<file path="config.mk">
export PLATFORM = sky130hd
export DESIGN_NAME = polyline_length_and_closure
export DESIGN_NICKNAME = d
export VERILOG_FILES = /design/src/plg_pkg.sv /design/src/plg_ctrl.sv /design/src/plg_datapath.sv /design/src/polyline_length_and_closure.sv
export SDC_FILE = /design/constraint.sdc
export NUM_CORES = 1
export LEC_CHECK = 0
export BUFFER_PORTS_ARGS = -buffer_cell sky130_fd_sc_hd__buf_2
export CAP_MARGIN = 15
export CORE_ASPECT_RATIO = 1.25
export CORE_UTILIZATION = 30
export CTS_CLUSTER_SIZE = 16
export DETAILED_ROUTE_END_ITERATION = 8
export PLACE_DENSITY = 0.46
export SLEW_MARGIN = 5
export SYNTH_ARGS = -nofsm -noshare
export SYNTH_HDL_FRONTEND = slang
export SYNTH_SLANG_ARGS = --single-unit
</file>
<file path="constraint.sdc">
create_clock -name i_clk -period 17.2 [get_ports i_clk]
set_input_delay 3.44 -clock i_clk [delete_from_list [all_inputs] [get_ports i_clk]]
set_output_delay 3.44 -clock i_clk [all_outputs]
set_load 0.02 [all_outputs]
</file>
<file path="src/plg_pkg.sv">
`timescale 1ns / 1ps
// ============================================================================
// plg_pkg: shared types and constants of the polyline length block
// Holds the field widths, the derived datapath widths, the controller state
// encoding and the command and status bundles between controller and datapath.
// ============================================================================
package plg_pkg;

    // Coordinate width of one vertex field (two's complement, Q12.4).
    localparam int COORD_BITS = 16;

    // Result field widths.
    localparam int LEN_W   = 32;
    localparam int COUNT_W = 16;

    // Absolute coordinate difference, its square, the square root radicand
    // (kept even so that it splits into bit pairs) and the root.
    localparam int DIFF_W  = COORD_BITS;
    localparam int SQ_W    = 2 * DIFF_W;
    localparam int RAD_W   = 2 * DIFF_W + 2;
    localparam int ROOT_W  = RAD_W / 2;
    localparam int REM_W   = ROOT_W + 2;
    localparam int STEP_W  = $clog2(ROOT_W);

    // Stream packing.
    localparam int IN_TDATA_W   = ((2 * COORD_BITS + 7) / 8) * 8;
    localparam int OUT_FIELDS_W = LEN_W + 1 + COUNT_W + 1;
    localparam int OUT_TDATA_W  = ((OUT_FIELDS_W + 7) / 8) * 8;
    localparam int OUT_PAD_W    = OUT_TDATA_W - OUT_FIELDS_W;

    localparam logic [LEN_W-1:0]   LEN_MAX   = '1;
    localparam logic [COUNT_W-1:0] COUNT_MAX = '1;

    typedef logic signed [COORD_BITS-1:0] t_coord;

    typedef enum logic [2:0] {
        ST_IDLE,
        ST_SQ_X,
        ST_SQ_Y,
        ST_SUM,
        ST_ROOT,
        ST_ACC,
        ST_FIN
    } t_state;

    // Commands from the controller to the datapath.
    typedef struct packed {
        logic capture;        // take the vertex and its differences
        logic square_x;       // register dx squared
        logic square_y;       // register dy squared
        logic load_radicand;  // form the sum of squares, clear the root
        logic root_step;      // one digit of the square root
        logic accumulate;     // add the segment length, saturating
        logic finish;         // update vertex state or emit the result
    } t_dp_cmd;

    // Status from the datapath to the controller.
    typedef struct packed {
        logic first_vertex;   // no vertex of the current polyline seen yet
        logic last_vertex;    // captured vertex closes the polyline
    } t_dp_sts;

endpackage

</file>
<file path="src/plg_ctrl.sv">
`timescale 1ns / 1ps
// ============================================================================
// plg_ctrl: sequencing controller
// Walks every later vertex through squaring, the digit-serial square root
// and the accumulation, and owns the valid flag of the result register.
// ============================================================================
module plg_ctrl (
    input  logic              i_clk,
    input  logic              i_rst_n,
    input  logic              i_in_valid,
    output logic              o_in_ready,
    input  logic              i_out_ready,
    output logic              o_out_valid,
    output plg_pkg::t_dp_cmd  o_cmd,
    input  plg_pkg::t_dp_sts  i_sts
);
    import plg_pkg::*;

    localparam logic [STEP_W-1:0] STEP_LAST = STEP_W'(ROOT_W - 1);

    t_state              r_state, n_state;
    logic [STEP_W-1:0]   r_step, n_step;
    logic                r_out_valid, n_out_valid;

    always_ff @(posedge i_clk) begin
        if (!i_rst_n) begin
            r_state     <= ST_IDLE;
            r_step      <= '0;
            r_out_valid <= 1'b0;
        end else begin
            r_state     <= n_state;
            r_step      <= n_step;
            r_out_valid <= n_out_valid;
        end
    end

    always_comb begin
        n_state     = r_state;
        n_step      = r_step;
        n_out_valid = r_out_valid && !i_out_ready;
        o_cmd       = '0;
        o_in_ready  = 1'b0;
        unique case (r_state)
            ST_IDLE: begin
                o_in_ready    = 1'b1;
                o_cmd.capture = i_in_valid;
                if (i_in_valid) begin
                    n_state = i_sts.first_vertex ? ST_FIN : ST_SQ_X;
                end
            end
            ST_SQ_X: begin
                o_cmd.square_x = 1'b1;
                n_state        = ST_SQ_Y;
            end
            ST_SQ_Y: begin
                o_cmd.square_y = 1'b1;
                n_state        = ST_SUM;
            end
            ST_SUM: begin
                o_cmd.load_radicand = 1'b1;
                n_step              = '0;
                n_state             = ST_ROOT;
            end
            ST_ROOT: begin
                o_cmd.root_step = 1'b1;
                if (r_step == STEP_LAST) begin
                    n_state = ST_ACC;
                end else begin
                    n_step = r_step + 1'b1;
                end
            end
            ST_ACC: begin
                o_cmd.accumulate = 1'b1;
                n_state          = ST_FIN;
            end
            ST_FIN: begin
                // A closing vertex waits here only while the previous result
                // still sits unclaimed in the output register.
                if (!i_sts.last_vertex || !r_out_valid || i_out_ready) begin
                    o_cmd.finish = 1'b1;
                    n_state      = ST_IDLE;
                    if (i_sts.last_vertex) begin
                        n_out_valid = 1'b1;
                    end
                end
            end
            default: begin
                n_state = ST_IDLE;
            end
        endcase
    end

    assign o_out_valid = r_out_valid;

endmodule

</file>
<file path="src/plg_datapath.sv">
`timescale 1ns / 1ps
// ============================================================================
// plg_datapath: difference, squaring, square root and accumulation
// Holds the polyline state, one shared multiplier, the restoring square root
// that yields one root bit per step, and the result register.
// ============================================================================
module plg_datapath (
    input  logic                         i_clk,
    input  logic                         i_rst_n,
    input  plg_pkg::t_dp_cmd             i_cmd,
    output plg_pkg::t_dp_sts             o_sts,
    input  plg_pkg::t_coord              i_point_x,
    input  plg_pkg::t_coord              i_point_y,
    input  logic                         i_last_vertex,
    output logic [plg_pkg::LEN_W-1:0]    o_total_length,
    output logic                         o_is_closed,
    output logic [plg_pkg::COUNT_W-1:0]  o_vertex_count,
    output logic                         o_length_saturated
);
    import plg_pkg::*;

    // Polyline state.
    t_coord              r_first_x, r_first_y, r_prev_x, r_prev_y;
    logic [LEN_W-1:0]    r_len;
    logic [COUNT_W-1:0]  r_count;
    logic                r_sat;

    // Working registers of the current vertex.
    t_coord              r_x, r_y;
    logic                r_last;
    logic [DIFF_W-1:0]   r_dx, r_dy;
    logic [SQ_W-1:0]     r_sq_x, r_sq_y;
    logic [RAD_W-1:0]    r_rad;
    logic [REM_W-1:0]    r_rem;
    logic [ROOT_W-1:0]   r_root;

    // Result register.
    logic [LEN_W-1:0]    r_out_len;
    logic                r_out_closed;
    logic [COUNT_W-1:0]  r_out_count;
    logic                r_out_sat;

    logic signed [DIFF_W:0] w_dx, w_dy;
    logic [DIFF_W-1:0]      w_abs_dx, w_abs_dy;
    logic [DIFF_W-1:0]      w_mul_a;
    logic [SQ_W-1:0]        w_mul_p;
    logic [REM_W-1:0]       w_rem_sh, w_trial;
    logic                   w_fits;
    logic [LEN_W:0]         w_len_sum;
    logic [LEN_W-1:0]       w_len_next;
    logic [COUNT_W-1:0]     w_count_inc;
    logic                   w_first;

    assign w_first = (r_count == '0);

    // Signed differences are one bit wider; their magnitude fits DIFF_W bits.
    assign w_dx     = $signed({i_point_x[COORD_BITS-1], i_point_x})
                    - $signed({r_prev_x[COORD_BITS-1], r_prev_x});
    assign w_dy     = $signed({i_point_y[COORD_BITS-1], i_point_y})
                    - $signed({r_prev_y[COORD_BITS-1], r_prev_y});
    assign w_abs_dx = w_dx[DIFF_W] ? DIFF_W'(-w_dx) : w_dx[DIFF_W-1:0];
    assign w_abs_dy = w_dy[DIFF_W] ? DIFF_W'(-w_dy) : w_dy[DIFF_W-1:0];

    // The single multiplier squares dx and dy on successive cycles.
    assign w_mul_a = i_cmd.square_x ? r_dx : r_dy;
    assign w_mul_p = w_mul_a * w_mul_a;

    // Restoring square root: bring down the next bit pair, try (root*4 + 1).
    assign w_rem_sh = {r_rem[REM_W-3:0], r_rad[RAD_W-1 -: 2]};
    assign w_trial  = {r_root, 2'b01};
    assign w_fits   = (w_rem_sh >= w_trial);

    assign w_len_sum   = {1'b0, r_len} + (LEN_W + 1)'(r_root);
    assign w_len_next  = w_len_sum[LEN_W] ? LEN_MAX : w_len_sum[LEN_W-1:0];
    assign w_count_inc = (r_count == COUNT_MAX) ? r_count : r_count + 1'b1;

    always_ff @(posedge i_clk) begin
        if (i_cmd.capture) begin
            r_x    <= i_point_x;
            r_y    <= i_point_y;
            r_last <= i_last_vertex;
            r_dx   <= w_abs_dx;
            r_dy   <= w_abs_dy;
        end
        if (i_cmd.square_x) begin
            r_sq_x <= w_mul_p;
        end
        if (i_cmd.square_y) begin
            r_sq_y <= w_mul_p;
        end
        if (i_cmd.load_radicand) begin
            r_rad  <= RAD_W'(r_sq_x) + RAD_W'(r_sq_y);
            r_rem  <= '0;
            r_root <= '0;
        end else if (i_cmd.root_step) begin
            r_rad <= {r_rad[RAD_W-3:0], 2'b00};
            if (w_fits) begin
                r_rem  <= w_rem_sh - w_trial;
                r_root <= {r_root[ROOT_W-2:0], 1'b1};
            end else begin
                r_rem  <= w_rem_sh;
                r_root <= {r_root[ROOT_W-2:0], 1'b0};
            end
        end
        if (i_cmd.finish && r_last) begin
            r_out_len    <= r_len;
            r_out_closed <= w_first || ((r_first_x == r_x) && (r_first_y == r_y));
            r_out_count  <= w_count_inc;
            r_out_sat    <= r_sat;
        end
    end

    always_ff @(posedge i_clk) begin
        if (!i_rst_n) begin
            r_first_x <= '0;
            r_first_y <= '0;
            r_prev_x  <= '0;
            r_prev_y  <= '0;
            r_len     <= '0;
            r_count   <= '0;
            r_sat     <= 1'b0;
        end else if (i_cmd.accumulate) begin
            r_len <= w_len_next;
            if (w_len_next == LEN_MAX) begin
                r_sat <= 1'b1;
            end
        end else if (i_cmd.finish) begin
            if (r_last) begin
                r_first_x <= '0;
                r_first_y <= '0;
                r_prev_x  <= '0;
                r_prev_y  <= '0;
                r_len     <= '0;
                r_count   <= '0;
                r_sat     <= 1'b0;
            end else begin
                if (w_first) begin
                    r_first_x <= r_x;
                    r_first_y <= r_y;
                end
                r_prev_x <= r_x;
                r_prev_y <= r_y;
                r_count  <= w_count_inc;
            end
        end
    end

    assign o_sts.first_vertex = w_first;
    assign o_sts.last_vertex  = r_last;

    assign o_total_length     = r_out_len;
    assign o_is_closed        = r_out_closed;
    assign o_vertex_count     = r_out_count;
    assign o_length_saturated = r_out_sat;

endmodule

</file>
<file path="src/polyline_length_and_closure.sv">
`timescale 1ns / 1ps
// ============================================================================
// polyline_length_and_closure: polyline length and closure detector
// Streams polyline vertices in, emits one summary transaction per polyline.
// ============================================================================
// Vertices arrive one per transaction as signed Q12.4 coordinates, with tlast
// on the final vertex; the block takes no new vertex until it is done with
// the last. The first vertex of a polyline is only stored. For every later
// vertex the absolute differences are formed on acceptance, one shared
// 16x16 multiplier squares dx and dy in turn, and the floor square root
// of the 34-bit sum of squares is found one bit per cycle, which sets the
// rate; one step then adds the segment into the saturating Q28.4 length
// and a last one updates the vertex state. On the final vertex the
// summary (length, closed flag, vertex count and saturation flag) is loaded
// into an output register and the state is cleared, so the next polyline
// can start while the summary waits to be taken; a final vertex only holds
// in its last step if the previous summary is still unclaimed.
// A one-vertex polyline reports length zero and closed. The vertex count
// saturates at 65535 and the length at all ones, which also sets the
// saturation flag.
// ============================================================================
module polyline_length_and_closure (
    input  logic                             i_clk,
    input  logic                             i_rst_n,
    // Vertex input.
    input  logic                             s_axis_tvalid,
    output logic                             s_axis_tready,
    // Fields from bit 0 up: point_x[15:0], point_y[31:16].
    input  logic [plg_pkg::IN_TDATA_W-1:0]   s_axis_tdata,
    // Marks the final vertex of a polyline (last_vertex).
    input  logic                             s_axis_tlast,
    // Summary output.
    output logic                             m_axis_tvalid,
    input  logic                             m_axis_tready,
    // Fields from bit 0 up: total_length[31:0], is_closed[32],
    // vertex_count[48:33], length_saturated[49], zeros[55:50].
    output logic [plg_pkg::OUT_TDATA_W-1:0]  m_axis_tdata
);
    import plg_pkg::*;

    t_dp_cmd             w_cmd;
    t_dp_sts             w_sts;
    t_coord              w_point_x, w_point_y;
    logic [LEN_W-1:0]    w_total_length;
    logic                w_is_closed;
    logic [COUNT_W-1:0]  w_vertex_count;
    logic                w_length_saturated;

    assign w_point_x = s_axis_tdata[COORD_BITS-1:0];
    assign w_point_y = s_axis_tdata[2*COORD_BITS-1:COORD_BITS];

    plg_ctrl u_ctrl (
        .i_clk       (i_clk),
        .i_rst_n     (i_rst_n),
        .i_in_valid  (s_axis_tvalid),
        .o_in_ready  (s_axis_tready),
        .i_out_ready (m_axis_tready),
        .o_out_valid (m_axis_tvalid),
        .o_cmd       (w_cmd),
        .i_sts       (w_sts)
    );

    plg_datapath u_datapath (
        .i_clk              (i_clk),
        .i_rst_n            (i_rst_n),
        .i_cmd              (w_cmd),
        .o_sts              (w_sts),
        .i_point_x          (w_point_x),
        .i_point_y          (w_point_y),
        .i_last_vertex      (s_axis_tlast),
        .o_total_length     (w_total_length),
        .o_is_closed        (w_is_closed),
        .o_vertex_count     (w_vertex_count),
        .o_length_saturated (w_length_saturated)
    );

    assign m_axis_tdata = {{OUT_PAD_W{1'b0}}, w_length_saturated, w_vertex_count,
                           w_is_closed, w_total_length};

endmodule

</file>
==> reports/qor.csv <==
metric,value,unit
Mapped Cells,2621,
clk slew on worst S/H paths,0.06,ns
unique cell type count in the Yosys netlist,80,
CTS root buf,clkbuf_16,
post-layout minimum cycle time,9.137,ns
drt total wl,65470,um
ANT nets after route,0,
Mapped Area,25490,um2
post-cts resize count,0,
Placed Cells,3742,
routed via count,18600,
initial antenna violation count,4,
Critical Path RT,17.58,ns
vias in the first global route,19470,
Final Hold Vio Count,0,
top_reg_cell synth,edfxtp_1,
DPL Wire Length,50350,um
Max-cap violations,0,
CTS buffer count,43,
register area share after synthesis,0.3710,
layout cells sized above 1,0.07906,
slew at the pin with the worst max-slew slack,1.144,ns
Synth top cells by count,"inv_1 (318), nand2_1 (263), nor2_1 (229)",
Post-Route Skew,0.04229,ns
Setup crit end kind,flip-flop,
RSZ-0062 raised after global routing,false,
Hold Crit Start,u_datapath.r_len[9],
Avg Inst Size Synth,9.727,um2
Post-Synth XOR/XNOR Area,0.06321,
Post-CTS Setup Bufs,0,
TritonRoute pass-1 iters,5,
cell taking the most area after synthesis,edfxtp_1,
crit path kind,flip-flop to flip-flop,
Synth Area in Compound Gates,0.1306,
CTS H-tree lvls,2,
RD Place Congestion,0.8962,
GRT overflow,0,
Hold Slack,0.4640,ns
startpoint type of the worst setup path,flip-flop,
Rows,119,
Synth Area in Adders,0.2282,
CTS sink cnt,367,
FILL cells,8490,
first-pass GRT wire length,105200,um
hold crit path type,flip-flop to flip-flop,
largest net degree at the start of global routing,73,
Final Non-Filler Cells,3822,
outcome,completed,
Fmax,109.4,MHz
most frequent cell after synthesis,inv_1,
slowest CP cell,mux2i_1,
worst skew pair latency,0.58,ns
CP peak stage delay,0.77,ns
I/O Buffers,88,
core area,84120,um2
setup TNS,0,ns
routed len/inst,17.13,um
FF-to-FF Start,u_ctrl.r_state[0],
synth top area cells,"edfxtp_1 (25%), fa_1 (13%), dfxtp_1 (12%), ha_1 (9.9%), inv_1 (4.7%)",
# DRC,0,
setup violators final,0,
gr usage total,0.1534,
CTS tree,yes,
Crit. Startpoint,u_ctrl.r_state[0],
Die Wd,262.7,um
proportion of synthesized area in mux cells,0.01595,
synthesis-stage register bit count,367,
CTS Buffer Depth,3,
Initial DRC Count,832,
Final Cycle Share,0.5312,
Rel. slew slack,0.2348,
Layout Nets,3102,
Synth top area share,0.2485,
CP dominant cell by count,inv_1,
Area Overhead vs Synth,12.09,%
Post-synth EDFFs,211,
Post-Synth Simple-Gate Area,0.1295,
Yosys warnings,0,
Die ar.,86150,um2
post-route cell area,28570,um2
"Max FO, Critical Path",51,
Initial Util,0.3030,
CP arrival,9.51,ns
Max Slew Vio Count,0,
largest family of logic cells by synthesized area,adder cells,
Die Span Y,327.9,um
Async SR Flop Fraction,0,
Ports,95,
Post-DP Area,27170,um2
cts hold-fix bufs,0,
via/cell ratio,4.865,
==> metal layers <==
| metal | GRT usage | vias up | part of all wire |
|---|---|---|---|
| met5 | 0 | - | 0.00020 |
| met4 | 0.05192 | 2 | 0.029 |
| met3 | 0.01799 | 107 | 0.033 |
| met2 | 0.2869 | 290 | 0.52 |
| met1 | 0.1801 | 9067 | 0.42 |
| li1 | - | 9129 | - |
==> placed cells by master (no fill, tap or decap), types with 24 or more instances in the layout <==
master and n:
mux2i_1 26, nor3_1 62, fa_1 165, nand2_1 261, nand3_1 35, xor2_1 83, nor2_1 228, o21ai_0 116
xnor2_1 101, a22oi_1 48, inv_1 316, nand4_1 26, buf_2 88, dfxtp_1 156, clkbuf_16 44, a21o_1 44
edfxtp_1 211, o21a_1 35, a21oi_1 143, buf_4 24, ha_1 201
==> logic make-up (layout without fill, tap and decap cells) <==
group,count (synthesis),after routing
compound gates,523,523
xor+xnor,184,184
fa+ha+maj,366,366
buf+inv,408,514
flops,367,367
mux,39,39
other cells,1,7
simple gates,733,733
==> cell type report <==
class	instances	area, um2	area share
Tap cell	1089	1363	0.04768
Multi-Input combinational cell	1851	14520	0.5083
Antenna cell	1	2.502	0.00008757
Clock inverter	15	177.7	0.006218
Timing Repair Buffer	112	620.6	0.02172
Sequential cell	367	9459	0.3310
Inverter	324	1216	0.04256
Clock buffer	63	1212	0.04243
==> path summary, 6_finish.rpt <==
kind | to | slack [ns] | depth (start not counted)
hold / removal | u_datapath.r_len[9] | 0.46 | 2
setup / recovery | u_datapath.r_sq_y[28] | 8.06 | 29
hold reg to reg | u_datapath.r_len[9] | 0.46 | 2
setup reg to reg | u_datapath.r_sq_y[28] | 8.06 | 29
==> registers in the layout, summed over array words and instances, names as in the netlist, 3 cells and up <==
signal	count
u_datapath.r_rad	34
u_datapath.o_total_length	32
u_datapath.r_len	32
u_datapath.r_sq_x	31
u_datapath.r_sq_y	31
u_datapath.r_rem	17
u_datapath.r_root	17
u_datapath.o_vertex_count	16
u_datapath.r_count	16
u_datapath.r_dx	16
u_datapath.r_dy	16
u_datapath.r_first_x	16
u_datapath.r_first_y	16
u_datapath.r_prev_x	16
u_datapath.r_prev_y	16
u_datapath.r_x	16
u_datapath.r_y	16
u_ctrl.r_step	5
u_ctrl.r_state	3
==> critical path, delay by kind of cell (launching register included) <==
kind            cells  cell delay (ns)
fa+ha+maj           7             3.32
compound gates      9             1.88
buf+inv             9             1.53
simple gates        3             0.91
mux                 1             0.77
flops               1             0.49
==> through the flow <==
step / setup slack (ns) / util
after global routing: 7.481 / 0.3396
after detailed placement: 8.071 / 0.3230
after global placement: 8.385 / 0.3229
after floorplan: 8.455 / -
after CTS: 8.018 / 0.3396
final: 8.063 / 0.3397
Power is not shown: default switching activity piles up to over one toggle a cycle in this logic, so the estimate is an artifact.
